File: config.mk
export PLATFORM = sky130hd
export DESIGN_NAME = morse_text_encoder_core
export DESIGN_NICKNAME = d
export VERILOG_FILES = /design/src/rtl/mte_pkg.sv /design/src/rtl/morse_text_encoder_core.sv
export SDC_FILE = /design/constraint.sdc
export NUM_CORES = 1
export LEC_CHECK = 0
export ABC_CLOCK_PERIOD_IN_PS = 8100
export BUFFER_PORTS_ARGS = -buffer_cell sky130_fd_sc_hd__buf_2
export CAP_MARGIN = 40
export CORE_MARGIN = 4
export CORE_UTILIZATION = 30
export CTS_CLUSTER_SIZE = 24
export DETAILED_ROUTE_END_ITERATION = 10
export SYNTH_ARGS = -nofsm -noshare
export SYNTH_HDL_FRONTEND = slang
export SYNTH_SLANG_ARGS = --single-unit
File: constraint.sdc
create_clock -name clk -period 8.1 [get_ports clk]
set_input_delay 0.405 -clock clk [delete_from_list [all_inputs] [get_ports clk]]
set_output_delay 0.405 -clock clk [all_outputs]
set_load 0.02 [all_outputs]
File: src/rtl/mte_pkg.sv
package mte_pkg;

  // Morse pattern: first element in bit 4, 1 = dash, 0 = dot.
  typedef struct packed {
    logic [2:0] len;
    logic [4:0] pat;
  } code_t;

  typedef struct packed {
    logic       is_char;
    logic [5:0] idx;
  } char_class_t;

  localparam code_t AR_CODE = '{len: 3'd5, pat: 5'b01010};

  function automatic char_class_t classify(input logic [7:0] ch);
    char_class_t c;
    logic [7:0]  up;
    up = ch;
    if (ch inside {[8'h61:8'h7A]}) begin
      up = ch - 8'h20;
    end
    c.is_char = 1'b0;
    c.idx     = '0;
    if (up inside {[8'h41:8'h5A]}) begin
      c.is_char = 1'b1;
      c.idx     = 6'(up - 8'h41);
    end else if (up inside {[8'h30:8'h39]}) begin
      c.is_char = 1'b1;
      c.idx     = 6'(up - 8'h30) + 6'd26;
    end
    return c;
  endfunction

  function automatic code_t lookup(input logic [5:0] idx);
    code_t c;
    case (idx)
      6'd0:  c = '{3'd2, 5'b01000}; // A
      6'd1:  c = '{3'd4, 5'b10000}; // B
      6'd2:  c = '{3'd4, 5'b10100}; // C
      6'd3:  c = '{3'd3, 5'b10000}; // D
      6'd4:  c = '{3'd1, 5'b00000}; // E
      6'd5:  c = '{3'd4, 5'b00100}; // F
      6'd6:  c = '{3'd3, 5'b11000}; // G
      6'd7:  c = '{3'd4, 5'b00000}; // H
      6'd8:  c = '{3'd2, 5'b00000}; // I
      6'd9:  c = '{3'd4, 5'b01110}; // J
      6'd10: c = '{3'd3, 5'b10100}; // K
      6'd11: c = '{3'd4, 5'b01000}; // L
      6'd12: c = '{3'd2, 5'b11000}; // M
      6'd13: c = '{3'd2, 5'b10000}; // N
      6'd14: c = '{3'd3, 5'b11100}; // O
      6'd15: c = '{3'd4, 5'b01100}; // P
      6'd16: c = '{3'd4, 5'b11010}; // Q
      6'd17: c = '{3'd3, 5'b01000}; // R
      6'd18: c = '{3'd3, 5'b00000}; // S
      6'd19: c = '{3'd1, 5'b10000}; // T
      6'd20: c = '{3'd3, 5'b00100}; // U
      6'd21: c = '{3'd4, 5'b00010}; // V
      6'd22: c = '{3'd3, 5'b01100}; // W
      6'd23: c = '{3'd4, 5'b10010}; // X
      6'd24: c = '{3'd4, 5'b10110}; // Y
      6'd25: c = '{3'd4, 5'b11000}; // Z
      6'd26: c = '{3'd5, 5'b11111}; // 0
      6'd27: c = '{3'd5, 5'b01111}; // 1
      6'd28: c = '{3'd5, 5'b00111}; // 2
      6'd29: c = '{3'd5, 5'b00011}; // 3
      6'd30: c = '{3'd5, 5'b00001}; // 4
      6'd31: c = '{3'd5, 5'b00000}; // 5
      6'd32: c = '{3'd5, 5'b10000}; // 6
      6'd33: c = '{3'd5, 5'b11000}; // 7
      6'd34: c = '{3'd5, 5'b11100}; // 8
      6'd35: c = '{3'd5, 5'b11110}; // 9
      default: c = '{3'd1, 5'b00000};
    endcase
    return c;
  endfunction

endpackage

File: src/rtl/morse_text_encoder_core.sv
// Morse text encoder: ASCII text in, packed International Morse bitstream out.
//
// Input channel (in_*): one text byte per beat, with in_end_of_text on the
// last byte of a message. Letters (either case) and digits are encoded;
// every other byte is a separator. A separator run between characters turns
// into a seven-zero word gap; leading and trailing runs vanish. The beat
// with in_end_of_text appends the AR prosign and flushes the final byte.
//
// Output channel (out_*): one code byte per beat, MSB first. out_valid_bits
// is 8 except on a zero-padded final byte; out_message_end marks the last.
//
// Timing: a single bit-insertion shifter places one run of up to four bits
// per cycle unless a byte waits on the output (one Morse element with its
// trailing zero, or a gap), stepped by a small sequencer. A character is
// accepted, then takes a word-gap step if due, a step per element and a
// closing gap step, in_stall high after the accept. end_of_text on any byte
// adds AR steps and a flush step unless AR ends on a byte boundary.
// One output register parts the channels; while out_stall holds it full,
// any step that would produce a byte waits.
// Reset (rst_n low, synchronous) drops any partial message and the output.
module morse_text_encoder_core (
  input  logic       clk,
  input  logic       rst_n,
  input  logic       in_valid,
  output logic       in_stall,
  input  logic [7:0] in_text_byte,
  input  logic       in_end_of_text,
  output logic       out_valid,
  input  logic       out_stall,
  output logic [7:0] out_code_byte,
  output logic [3:0] out_valid_bits,
  output logic       out_message_end
);

  typedef enum logic [2:0] {
    S_IDLE,
    S_PRE,
    S_ELEM,
    S_POST,
    S_AR,
    S_FLUSH
  } state_t;

  state_t      state_r, state_nxt;
  logic [7:0]  partial_r, partial_nxt;
  logic [2:0]  fill_r, fill_nxt;
  logic        seen_r, seen_nxt;
  logic        gap_r, gap_nxt;
  logic        end_r, end_nxt;
  logic [4:0]  pat_r, pat_nxt;
  logic [2:0]  rem_r, rem_nxt;
  logic        ov_r, ov_nxt;
  logic [7:0]  ocode_r, ocode_nxt;
  logic [3:0]  ovb_r, ovb_nxt;
  logic        oend_r, oend_nxt;

  logic [3:0]  chunk;
  logic [2:0]  chunk_len;
  logic [11:0] win;
  logic [3:0]  total;
  logic        out_free;
  logic        needs_out;
  logic        go;
  logic        accept;
  mte_pkg::char_class_t cls;
  mte_pkg::code_t       code;

  assign in_stall        = (state_r != S_IDLE);
  assign out_valid       = ov_r;
  assign out_code_byte   = ocode_r;
  assign out_valid_bits  = ovb_r;
  assign out_message_end = oend_r;

  assign accept   = in_valid && !in_stall;
  assign cls      = mte_pkg::classify(in_text_byte);
  assign code     = mte_pkg::lookup(cls.idx);
  assign out_free = !ov_r || !out_stall;

  // Pick the run of bits for this step: dash+gap, dot+gap, bare dot or zeros.
  always_comb begin
    chunk     = 4'b0000;
    chunk_len = 3'd4;
    case (state_r)
      S_PRE: begin
        chunk_len = 3'd4;
      end
      S_ELEM: begin
        chunk     = pat_r[4] ? 4'b1110 : 4'b1000;
        chunk_len = pat_r[4] ? 3'd4 : 3'd2;
      end
      S_POST: begin
        chunk_len = 3'd2;
      end
      S_AR: begin
        chunk = pat_r[4] ? 4'b1110 : 4'b1000;
        if (pat_r[4]) begin
          chunk_len = 3'd4;
        end else begin
          chunk_len = (rem_r == 3'd1) ? 3'd1 : 3'd2;
        end
      end
      default: begin
        chunk_len = 3'd4;
      end
    endcase
  end

  // Shared shifter: merge the run behind the collected bits.
  assign win   = {partial_r, 4'b0000} | ({chunk, 8'h00} >> fill_r);
  assign total = {1'b0, fill_r} + {1'b0, chunk_len};

  always_comb begin
    needs_out = 1'b0;
    case (state_r)
      S_PRE, S_ELEM, S_POST, S_AR: needs_out = total[3];
      S_FLUSH:                     needs_out = 1'b1;
      default:                     needs_out = 1'b0;
    endcase
  end
  assign go = !needs_out || out_free;

  always_comb begin
    state_nxt   = state_r;
    partial_nxt = partial_r;
    fill_nxt    = fill_r;
    seen_nxt    = seen_r;
    gap_nxt     = gap_r;
    end_nxt     = end_r;
    pat_nxt     = pat_r;
    rem_nxt     = rem_r;
    ov_nxt      = ov_r && out_stall;
    ocode_nxt   = ocode_r;
    ovb_nxt     = ovb_r;
    oend_nxt    = oend_r;

    if (state_r != S_IDLE && state_r != S_FLUSH && go) begin
      // Commit the run; spill a full byte to the output register.
      if (total[3]) begin
        ov_nxt      = 1'b1;
        ocode_nxt   = win[11:4];
        ovb_nxt     = 4'd8;
        oend_nxt    = (state_r == S_AR) && (rem_r == 3'd1);
        partial_nxt = {win[3:0], 4'b0000};
      end else begin
        partial_nxt = win[11:4];
      end
      fill_nxt = total[2:0];
    end

    case (state_r)
      S_IDLE: begin
        if (accept) begin
          end_nxt = in_end_of_text;
          pat_nxt = code.pat;
          rem_nxt = code.len;
          if (cls.is_char) begin
            state_nxt = (gap_r && seen_r) ? S_PRE : S_ELEM;
            seen_nxt  = 1'b1;
            gap_nxt   = 1'b0;
          end else begin
            if (seen_r) begin
              gap_nxt = 1'b1;
            end
            if (in_end_of_text) begin
              state_nxt = S_AR;
              pat_nxt   = mte_pkg::AR_CODE.pat;
              rem_nxt   = mte_pkg::AR_CODE.len;
            end
          end
        end
      end
      S_PRE: begin
        if (go) begin
          state_nxt = S_ELEM;
        end
      end
      S_ELEM: begin
        if (go) begin
          pat_nxt = {pat_r[3:0], 1'b0};
          rem_nxt = rem_r - 3'd1;
          if (rem_r == 3'd1) begin
            state_nxt = S_POST;
          end
        end
      end
      S_POST: begin
        if (go) begin
          if (end_r) begin
            state_nxt = S_AR;
            pat_nxt   = mte_pkg::AR_CODE.pat;
            rem_nxt   = mte_pkg::AR_CODE.len;
          end else begin
            state_nxt = S_IDLE;
          end
        end
      end
      S_AR: begin
        if (go) begin
          pat_nxt = {pat_r[3:0], 1'b0};
          rem_nxt = rem_r - 3'd1;
          if (rem_r == 3'd1) begin
            if (total[3]) begin
              // AR closed a full byte: it already carries the end mark.
              state_nxt = S_IDLE;
              seen_nxt  = 1'b0;
              gap_nxt   = 1'b0;
            end else begin
              state_nxt = S_FLUSH;
            end
          end
        end
      end
      S_FLUSH: begin
        if (out_free) begin
          ov_nxt      = 1'b1;
          ocode_nxt   = partial_r;
          ovb_nxt     = {1'b0, fill_r};
          oend_nxt    = 1'b1;
          partial_nxt = '0;
          fill_nxt    = '0;
          seen_nxt    = 1'b0;
          gap_nxt     = 1'b0;
          state_nxt   = S_IDLE;
        end
      end
      default: begin
        state_nxt = S_IDLE;
      end
    endcase
  end

  always_ff @(posedge clk) begin
    if (!rst_n) begin
      state_r   <= S_IDLE;
      partial_r <= '0;
      fill_r    <= '0;
      seen_r    <= 1'b0;
      gap_r     <= 1'b0;
      end_r     <= 1'b0;
      ov_r      <= 1'b0;
    end else begin
      state_r   <= state_nxt;
      partial_r <= partial_nxt;
      fill_r    <= fill_nxt;
      seen_r    <= seen_nxt;
      gap_r     <= gap_nxt;
      end_r     <= end_nxt;
      ov_r      <= ov_nxt;
    end
    pat_r   <= pat_nxt;
    rem_r   <= rem_nxt;
    ocode_r <= ocode_nxt;
    ovb_r   <= ovb_nxt;
    oend_r  <= oend_nxt;
  end

endmodule

# == Word-level counts from Yosys, hierarchy flattened ==
# Memory sizes are Yosys's and may differ from the RTL's.
# Cells that the tools add are included.
# op_classes
addsub,6
n_eq_ne,21
n_reduce_logical,26
mux,72
shifts,1
n_bitwise,1
order_cmp,6
# op_table
operator,count
3-bit 2-to-1 mux,24
8-bit 2-to-1 mux,9
5-bit 2-to-1 mux,6
"2-bit inequality test, second input constant",11
4-bit 2-to-1 mux,5
3-bit case mux with 3 select lines,2
3-bit case mux with 6 select lines,1
1-bit 2-to-1 mux,17
"8-bit by 7-bit >= comparator with 1-bit output, second input constant",2
"8-bit by 7-bit less-or-equal comparator with 1-bit output, second input constant",2
5-bit case mux with 3 select lines,1
7-bit 2-to-1 mux,2
7-bit AND reduction,2
12-bit bitwise OR,1
12-bit by 3-bit right shift with 12-bit output,1
1-bit logical AND,9
"3-bit inequality test, second input constant",3
9-bit AND reduction,1
3-bit nonzero test,3
"8-bit by 6-bit >= comparator with 1-bit output, second input constant",1
"8-bit by 6-bit less-or-equal comparator with 1-bit output, second input constant",1
"8-bit by 6-bit subtractor with 8-bit output, second input constant",1
"6-bit by 5-bit adder with 6-bit output, second input constant",1
"3-bit by 1-bit equality test with 1-bit output, second input constant",2
other kinds (17),25
# totals
regBits,39
romBits,512
n_memories,1
# memory_table
name,depth,word_bits,read_ports,rd_ports_with_merged_regs,wr,line,source
(no name shown),64,8,1,0,0,mte_pkg.sv:37,case (idx)

# == Depth between registers and ports, before layout ==
# Gate-level depths: netlist of the first run.
# depth
word_depth,12
depth_mapped,15
ltp_nobuf,14

# == Worst setup path before layout of the first run ==
# No wires, ideal clock.
# synth_timing
path_kind,flip-flop to flip-flop
startpoint,register state_r[0]
endpoint,register pat_r[0] (enable)
slack_ps,4845
arrival_ps,2879
stages_incl_launch_ff,12
period_less_slack_ps,3255
n_path_buf,3
path_cell_list,dfxtp_1 clkbuf_8 clkbuf_1 nand2b_1 a22o_1 ha_1 a21o_1 a21oi_1 clkbuf_1 nor3_1 o32a_1 o22ai_1
# synth_via
elab_chain_cells,8
# synth_rtl
item,line,source
from (decl),morse_text_encoder_core.sv:44,"state_t state_r, state_nxt;"
from (signal assigned),morse_text_encoder_core.sv:242,state_r <= state_nxt;
3-bit equality test / 3-bit by 2-bit equality test with 1-bit output (equally long branches),"morse_text_encoder_core.sv:83, morse_text_encoder_core.sv:114, morse_text_encoder_core.sv:150",
3-bit case mux with 3 select lines,morse_text_encoder_core.sv:83,case (state_r)
3-bit by 3-bit adder with 4-bit output,morse_text_encoder_core.sv:110,"assign total = {1'b0, fill_r} + {1'b0, chunk_len};"
1-bit case mux with 2 select lines,morse_text_encoder_core.sv:114,case (state_r)
1-bit zero test,morse_text_encoder_core.sv:120,assign go = !needs_out || out_free;
1-bit logical OR,morse_text_encoder_core.sv:120,
2-bit by 1-bit inequality test with 1-bit output (no line) / 2-bit inequality test (equally long branches),n/a,
5-bit AND reduction (no line) *,n/a,
to (signal assigned),morse_text_encoder_core.sv:250,pat_r <= pat_nxt;
to (decl),morse_text_encoder_core.sv:50,"logic [4:0] pat_r, pat_nxt;"
# Mark *: on every way between the ends. The rest lies on a longest branch, timed or not.
# A chain may end at the register's enable or synchronous reset.

# == Worst setup path after layout of the first run ==
# layout_timing
startpoint,register state_r[0]
endpoint,"register ocode_r[7], in the netlist out_code_byte[7]"
# layout_via
elab_chain_cells,10
# layout_rtl
item,line,source
3-bit equality test / 3-bit by 2-bit equality test with 1-bit output (equally long branches),"morse_text_encoder_core.sv:83, morse_text_encoder_core.sv:114",
3-bit case mux with 3 select lines,morse_text_encoder_core.sv:83,
3-bit by 3-bit adder with 4-bit output,morse_text_encoder_core.sv:110,
1-bit case mux with 2 select lines,morse_text_encoder_core.sv:114,
1-bit zero test,morse_text_encoder_core.sv:120,
1-bit logical OR,morse_text_encoder_core.sv:120,
1-bit logical AND,morse_text_encoder_core.sv:136,if (state_r != S_IDLE && state_r != S_FLUSH && go) begin
8-bit 2-to-1 mux,morse_text_encoder_core.sv:136,
8-bit 2-to-1 mux,morse_text_encoder_core.sv:214,if (out_free) begin
8-bit 2-to-1 mux *,morse_text_encoder_core.sv:150,case (state_r)
net ocode_nxt[7],morse_text_encoder_core.sv:53,"logic [7:0] ocode_r, ocode_nxt;"
to (signal assigned),morse_text_encoder_core.sv:252,ocode_r <= ocode_nxt;
to (decl),morse_text_encoder_core.sv:53,
# Mark *: on every way through the listed nets, which the timed path passes. The rest lies on a longest branch.

==> results of run 1 <==
## final timing paths
check	endpoint	slack (ns)	cells past startpoint
worst max-delay path	out_code_byte[7]	4.05	12
worst min-delay path	seen_r	0.41	2
worst max register to register	out_code_byte[7]	4.05	12
worst min register to register	out_valid_bits[3]	0.44	2
## through the flow
stage          cell area [sq um]  instances  hold slack, ns  worst slack, ns  utilization, %
2_1_floorplan               3270        392           0.426             4.85               -
3_3_place_gp                3440        533           0.434             4.27            32.9
3_5_place_dp                3440        533           0.437             4.13            32.9
4_1_cts                     3550        541           0.412             4.12            33.9
5_1_grt                     3550        541           0.426             3.67            33.9
6_report                    3550        541           0.412             4.05            33.9
## cell families after synthesis
logic type | synth area share, %
xor+xnor | 1.61
buf+inv | 6.85
fa+ha+maj | 8.23
mux | 1.84
compound gates | 34.0
flops | 26.3
simple gates | 21.2
## layer usage
metal | GRT usage, % | up-vias | part of all wire (%)
met4 | 2.48 | 0 | 1.1
met3 | 1.78 | 6 | 3.4
met1 | 17.1 | 1494 | 47
li1 | - | 1505 | -
met2 | 21.0 | 58 | 48
met5 | 0 | - | 0
## registers in the layout (all words and copies together) (netlist names), 3 cells and up
| register | flops |
|---|---|
| fill_r | 3 |
| out_valid_bits | 4 |
| pat_r | 5 |
| rem_r | 3 |
| out_code_byte | 8 |
| partial_r | 8 |
| state_r | 3 |
## synth_stat cells, types with 4 or more instances
master,instances
o21a_1,4
o21ai_0,13
a21o_1,4
a31oi_1,7
mux2i_1,6
nand3_1,15
ha_1,19
nand2_1,40
xnor2_1,4
dfxtp_1,31
inv_1,16
o22a_1,7
nor3_1,9
o211ai_1,8
a21oi_1,31
clkbuf_1,12
buf_6,4
edfxtp_1,8
a41oi_1,4
nor2_1,45
nand2b_1,4
a211oi_1,4
## cell type report
type                    instances  area (sq um)
flip-flops and latches         39           861
repair buffers                 29           150
fillers                      1084          6910
inverters                      17          63.8
well taps                     136           170
clock buffers                   6          93.8
multi-input cells             312          2200
clock inverters                 2          13.8
## cells in the final DEF, fill, tap and decap left out, types with 9 or more instances in the layout
cell and instances:
nor2_1 45, dfxtp_1 31, buf_2 27, nand3_1 15, nor3_1 9, ha_1 19, o21ai_0 13, a21oi_1 31
inv_1 16, nand2_1 40
## power breakdown
part,switching [mW],total [mW],internal [mW]
Sequential,0.0666,0.351,0.285
Combinational,0.335,0.534,0.198
Clock,0.0722,0.151,0.0793
Total,0.474,1.04,0.562
==> flow_metrics.tcl, run 1 <==
set metrics [dict create \
    postSynthAreaPerCell_sq_um 8.34 \
    syn_area_sq_um 3270 \
    tns_ns 0 \
    critPathRequiredTime_ns 8.29 \
    grt_pass1_wl_microns 13700 \
    cpLargestDelayFamily "compound AO/OA/AOI/OAI gates" \
    ctsHoldBuffers 0 \
    syn_inst 392 \
    min_path_type "primary input to flip-flop" \
    cpPeakStageDelay_ns 0.78 \
    cts_resized 0 \
    power.density_nw_per_um2 292 \
    yosysTopAreaCellShare_pct 19.0 \
    synth_ff_type "dfxtp_1" \
    wl_per_cell_microns 14.7 \
    grt_antenna_before_repair 0 \
    nets 437 \
    die_h_microns 112 \
    drive_gt1_share_pct 17.0 \
    ys_seq_area_share_pct 26.3 \
    grt_max_degree 20 \
    period_share_pct 50.0 \
    crit_type "flip-flop to flip-flop" \
    start_util_pct 31.2 \
    clk-insertion-delay-late_ns 0.29 \
    worstHoldStart "rst_n" \
    ios 28 \
    finClkSkew_ns 0.00457 \
    numPortBuffers 27 \
    hold_viol_final 0 \
    async_flop_share_pct 0 \
    outcome "finished clean" \
    path_cells "nor2_1 > nand2_1 > nor2_1 > a22o_1 > ha_1 > a21o_1 > a21oi_1 > o21ai_0 > a21o_1 > nand2_1 > o21ai_0 > o22a_1" \
    cp_slowest_cell "a21oi_1" \
    cts_sinks 39 \
    htreeDepth 2 \
    via_per_inst 5.66 \
    ir_worst_vdd_v 0.000128 \
    clock_path_buffers 2 \
    finalWirelength_microns 7940 \
    first_pass_iters 4 \
    first_iter_violations 282 \
    cap_violations 0 \
    tightest_slew_ns 0.981 \
    worst-path-max-fanout 18 \
    synth_edf_count 8 \
    postCtsSetupRepairBufs 0 \
    drv_slew 0 \
    startpoint_type "flip-flop" \
    drtAntennaViolNets 0 \
    die_area_sq_um 12600 \
    finalSetupViolations 0 \
    vias 3063 \
    finalPower_mw 1.04 \
    antennaDiodeCount 0 \
    yosysTopAreaCell "dfxtp_1" \
    dieWidth_microns 112 \
    core-area_sq_um 10500 \
    ys_ff_latch 39 \
    path_buf_inv 0 \
    cts_made_buffers 5 \
    endpoint_kind "flip-flop" \
    cts_tree "yes" \
    post-route-drc-count 0 \
    ys_warn_count 0 \
    core.rowCount 37 \
    slew_headroom_pct 34.6 \
    root_buffer "clkbuf_8" \
    grt.total_usage_pct 12.5 \
    synthToLayoutAreaGrowth_pct 8.65 \
    rsz0062_at_grt "no" \
    synth_area_leaders "dfxtp_1 19%, edfxtp_1 7.4%, ha_1 7.3%, nor2_1 5.2%, a21oi_1 4.7%" \
    clkTransAtPathRegs_ns 0.08 \
    startpoint "state_r[0]" \
    p_leak_nw 1.41 \
    synthDistinctLibCells 87 \
    layout_min_cycle_time_ns 4.05 \
    syn-num-nets 425 \
    dpl.hpwl_microns 5840 \
    reg2reg_from "state_r[0]" \
    worstPathArrival_ns 4.24 \
    fmax_mhz 247 \
    grt.overflow.total 0 \
    place_congestion 0.843 \
    grt_pass1_vias 2895 \
]
Power figures use the tool's default switching activity.
==> inputs of run 2 (changes only) <==
--- a/config.mk
+++ b/config.mk
@@ -5,7 +5,7 @@
 export SDC_FILE = /design/constraint.sdc
 export NUM_CORES = 1
 export LEC_CHECK = 0
-export ABC_CLOCK_PERIOD_IN_PS = 8100
+export ABC_CLOCK_PERIOD_IN_PS = 3650
 export BUFFER_PORTS_ARGS = -buffer_cell sky130_fd_sc_hd__buf_2
 export CAP_MARGIN = 40
 export CORE_MARGIN = 4
==> constraint.sdc (replaced) <==
create_clock -name clk -period 3.65 [get_ports clk]
set_input_delay 0.1825 -clock clk [delete_from_list [all_inputs] [get_ports clk]]
set_output_delay 0.1825 -clock clk [all_outputs]
set_load 0.02 [all_outputs]
==> run 2 against run 1 <==
Net effect:
- hold slack worse by 0.22 ns
- first-iteration DRC count decreased by 12%
- highest routed layer unchanged
- register-to-register slack got worse by 3.7 ns
- critical path type unchanged
==> flow_metrics.tcl, run 2 (synthesis results as in run 1) <==
set metrics [dict create \
    startpoint_type "flip-flop" \
    via_per_inst 5.52 \
    grt_pass1_wl_microns 13500 \
    ios 28 \
    vias 3032 \
    first_iter_violations 249 \
    finalSetupViolations 0 \
    period_share_pct 91.2 \
    root_buffer "clkbuf_8" \
    synthToLayoutAreaGrowth_pct 9.88 \
    numPortBuffers 27 \
    grt.total_usage_pct 12.4 \
    multi_input_area_sq_um 2200 \
    seqCellArea_sq_um 861 \
    drtAntennaViolNets 0 \
    first_pass_iters 4 \
    critPathRequiredTime_ns 3.88 \
    ctsHoldBuffers 0 \
    grt_max_degree 20 \
    start_util_pct 31.2 \
    drive_gt1_share_pct 18.6 \
    reg2reg_depth 12 \
    worstHoldStart "rst_n" \
    post-route-drc-count 0 \
    wl_per_cell_microns 14.6 \
    setup_ws_ns 0.322 \
    grt_pass1_vias 2870 \
    finalWirelength_microns 8010 \
    fmax_mhz 301 \
    nets 445 \
    die_area_sq_um 12600 \
    grt.overflow.total 0 \
    tightest_slew_ns 0.795 \
    worst-path-max-fanout 7 \
    finClkSkew_ns 0.00686 \
    postCtsSetupRepairBufs 0 \
    worstPathArrival_ns 3.55 \
    slew_headroom_pct 47.0 \
    crit_type "flip-flop to flip-flop" \
    rsz0062_at_grt "no" \
    dieWidth_microns 112 \
    place_congestion 0.887 \
    cts_made_buffers 5 \
    most-common-layout-cells "45 x nor2_1, 40 x nand2_1, 31 x a21oi_1, 31 x dfxtp_1, 27 x buf_2" \
    cts_sinks 39 \
    p_leak_nw 1.44 \
    dpl.hpwl_microns 5920 \
    tns_ns 0 \
    startpoint "state_r[1]" \
    antennaDiodeCount 0 \
    htreeDepth 2 \
    hold_viol_final 0 \
    power.density_nw_per_um2 644 \
    min_path_type "primary input to flip-flop" \
    holdPathStages 2 \
    clkTransAtPathRegs_ns 0.08 \
    clock_path_buffers 2 \
    core-area_sq_um 10500 \
    die_h_microns 112 \
    grt_antenna_before_repair 0 \
    clk-insertion-delay-late_ns 0.29 \
    cts_tree "yes" \
    cts_resized 0 \
    fill_cells 1123 \
    outcome "finished clean" \
    drv_slew 0 \
    ir_worst_vdd_v 0.000256 \
    cap_violations 0 \
    layout_commonest_cell "nor2_1" \
    reg2reg_from "state_r[1]" \
    core.rowCount 37 \
    layout_min_cycle_time_ns 3.33 \
    endpoint_kind "flip-flop" \
    dp_slack_ns 0.323 \
]
run 2: cell types whose count changed in the layout (fill, tap and decap cells not counted), sizes merged:
| cell | before | now |
|---|---|---|
| buf | 29 | 37 |
| clkbuf | 6 | 5 |
| clkinv | 2 | 1 |
| clkinvlp | 0 | 1 |
| inv | 17 | 18 |
run 2: worst paths after layout:
check / to / slack, ns
max: state_r[0] / 0.32
min: seen_r / 0.19
max reg2reg: state_r[0] / 0.32
min reg2reg: out_valid_bits[3] / 0.44
run 2: where the power goes:
group | switching (mW) | total [mW] | internal [mW]
clock | 0.161 | 0.294 | 0.134
combinational | 0.791 | 1.27 | 0.479
sequential | 0.117 | 0.747 | 0.630
total | 1.07 | 2.31 | 1.24
run 2: per-layer routing:
| layer | GRT usage (%) | wire, microns |
|---|---|---|
| met5 | 0 | 0 |
| met3 | 1.67 | 298 |
| met2 | 20.9 | 3900 |
| met4 | 2.88 | 87 |
| met1 | 16.8 | 3730 |
run 2: layout make-up:
class                      instances  share of cell area [%]
timing repair buffer              37                    5.85
multi-input combinational        312                    61.2
clock buffer                       5                    1.92
tap                              136                    4.74
sequential                        39                    24.0
clock inverter                     3                   0.523
inverter                          17                    1.78
run 2: critical path, stage by stage, from the launching register on:
cell      delay, ns
dfxtp_1        0.39
nor2_1         0.25
nand2_1        0.18
nor2_1         0.16
a22o_1         0.20
ha_1           0.24
a21o_1         0.17
a21o_1         0.20
maj3_2         0.30
a222oi_1       0.32
o31ai_2        0.18
or4_1          0.53
a21oi_1        0.13
run 2: metrics by stage:
stage	std cells	area (sq um)	hold slack (ns)	util [%]	total power, mW
floorplan	392	3270	0.322	-	1.69
global placement	541	3500	0.426	33.5	2.00
detailed placement	541	3500	0.432	33.5	2.02
CTS	549	3590	0.183	34.3	2.32
global route	549	3590	0.196	34.3	2.50
finish	549	3590	0.193	34.3	2.31
==> inputs of run 3 (changes only) <==
--- a/config.mk
+++ b/config.mk
@@ -12,6 +12,7 @@
 export CORE_UTILIZATION = 30
 export CTS_CLUSTER_SIZE = 24
 export DETAILED_ROUTE_END_ITERATION = 10
+export SETUP_SLACK_MARGIN = 0.4
 export SYNTH_ARGS = -nofsm -noshare
 export SYNTH_HDL_FRONTEND = slang
 export SYNTH_SLANG_ARGS = --single-unit
==> run 3 against run 2 <==
Net effect:
- clock skew rose by 0.0014 ns
- cell count rose by 0.73%
- core utilization rose by 0.81 points
- worst setup slack improved by 0.14 ns
- clock power rose by 13%
- highest routed layer unchanged
- final area rose by 2.4%
- routed wire length rose by 0.24%
- sequential power rose by 0.7%
- total power rose by 4.6%
==> flow_metrics.tcl, run 3 (synthesis results as in run 1) <==
set metrics [dict create \
    layout_min_cycle_time_ns 3.18 \
    clk-insertion-delay-late_ns 0.29 \
    nets 449 \
    fill_cells 1105 \
    setup_ws_ns 0.467 \
    clock_path_buffers 2 \
    drive_gt1_share_pct 21.3 \
    startpoint_type "flip-flop" \
    fmax_mhz 314 \
    path_buf_inv 1 \
    cts_sinks 39 \
    endpoint_kind "flip-flop" \
    crit_top_cell "a21o_1" \
    tightest_slew_ns 0.762 \
    reg2reg_setup_slack_ns 0.47 \
    cpLargestDelayFamily "compound AO/OA/AOI/OAI gates" \
    dieWidth_microns 112 \
    pwr-share-seq_pct 31.1 \
    period_share_pct 87.2 \
    cp_slowest_cell "or4_1" \
    finalSetupViolations 0 \
    p_int_mw 1.33 \
    dpl.hpwl_microns 5990 \
    dp_slack_ns 0.262 \
    place_congestion 0.885 \
    first_iter_violations 311 \
    first_pass_iters 5 \
    cts_tree "yes" \
    slew_headroom_pct 49.2 \
    p_leak_nw 1.48 \
    drtAntennaViolNets 0 \
    synthToLayoutAreaGrowth_pct 12.5 \
    seqCellArea_sq_um 866 \
    ios 28 \
    hold_end "seen_r" \
    drv_slew 0 \
    htreeDepth 2 \
    root_buffer "clkbuf_8" \
    pwr-share-clk_pct 13.8 \
    design_area_sq_um 3680 \
    tns_ns 0 \
    finalWirelength_microns 8030 \
    wl_per_cell_microns 14.5 \
    ctsHoldBuffers 0 \
    power_switching_mw 1.08 \
    grt.total_usage_pct 12.6 \
    grt_max_degree 20 \
    fin_util_pct 35.1 \
    holdPathStages 2 \
    hold_viol_final 0 \
    r2r_end "state_r[0]" \
    cpPeakStageDelay_ns 0.53 \
    grt_pass1_vias 2906 \
    holdWs_ns 0.201 \
    worstPathArrival_ns 3.41 \
    worst-path-max-fanout 17 \
    final_cell_count_no_fill 553 \
    rsz0062_at_grt "yes" \
    post-route-drc-count 0 \
    clkTransAtPathRegs_ns 0.08 \
    numPortBuffers 27 \
    place_area_sq_um 3500 \
    outcome "finished clean" \
    met1_usage_pct 17.6 \
    antennaDiodeCount 0 \
    reg2reg_depth 11 \
    met2_usage_pct 20.4 \
    swShare_pct 44.8 \
    grt_util_met3_pct 1.51 \
    cts_made_buffers 5 \
    grt_antenna_before_repair 0 \
    path_cells "buf_4 > nand2b_1 > a22o_1 > ha_1 > a21o_1 > a21o_1 > maj3_2 > a222oi_1 > o31ai_2 > or4_1 > a21oi_1" \
    grt_busiest_layer "met2" \
    die_area_sq_um 12600 \
    pwr-share-comb_pct 55.2 \
    worstHoldStart "rst_n" \
    core-area_sq_um 10500 \
    die_h_microns 112 \
    post-place-cells 540 \
    cap_violations 0 \
    vias 3078 \
    core.rowCount 37 \
    power.density_nw_per_um2 658 \
    multi_input_area_sq_um 2230 \
    reg2reg_from "state_r[0]" \
    critPathRequiredTime_ns 3.88 \
    finClkSkew_ns 0.00822 \
    ir_worst_vdd_v 0.000298 \
    most-common-layout-cells "44 x nor2_1, 39 x nand2_1, 30 x a21oi_1, 29 x dfxtp_1, 27 x buf_2" \
    layout_commonest_cell "nor2_1" \
    grt_pass1_wl_microns 13900 \
    crit_type "flip-flop to flip-flop" \
    grt.overflow.total 0 \
    min_path_type "primary input to flip-flop" \
    start_util_pct 31.2 \
    via_per_inst 5.57 \
    finalPower_mw 2.42 \
]
run 3: repair_timing:
item	in CTS	in global routing
gates resized for setup	5	4
endpoints found under the hold margin	0	0
pin swaps	1	2
buffers inserted	1	4
endpoints found under the setup margin	10	5
run 3: final cells by class:
type                            instances  share of cell area (%)
Clock buffer                            6                    2.55
Timing Repair Buffer                   41                    6.54
Multi-Input combinational cell        312                    60.6
Inverter                               17                    1.74
Clock inverter                          2                   0.374
Sequential cell                        39                    23.6
Tap cell                              136                    4.63
run 3: power by group through the flow:
stage | Clock, mW | Combinational (mW) | Sequential (mW)
floorplan | 0 | 0.910 | 0.788
global placement | 0 | 1.24 | 0.756
detailed placement | 0 | 1.25 | 0.757
CTS | 0.345 | 1.29 | 0.752
global route | 0.366 | 1.48 | 0.777
finish | 0.333 | 1.33 | 0.752
run 3: worst max path at each step:
stage / start / endpoint / cells past startpoint
final: state_r[0] / state_r[0] / 11
after global routing: state_r[0] / state_r[0] / 11
after CTS: state_r[1] / state_r[0] / 12
after detailed placement: state_r[2] / state_r[0] / 10
after global placement: state_r[1] / state_r[0] / 12
after floorplan: state_r[0] / state_r[0] / 12
run 3: per-layer routing:
metal  vias up  routed length (microns)
li1       1527                        -
met1      1455                     3760
met2        88                     3870
met3         8                      316
met4         0                       87
met5         -                        0
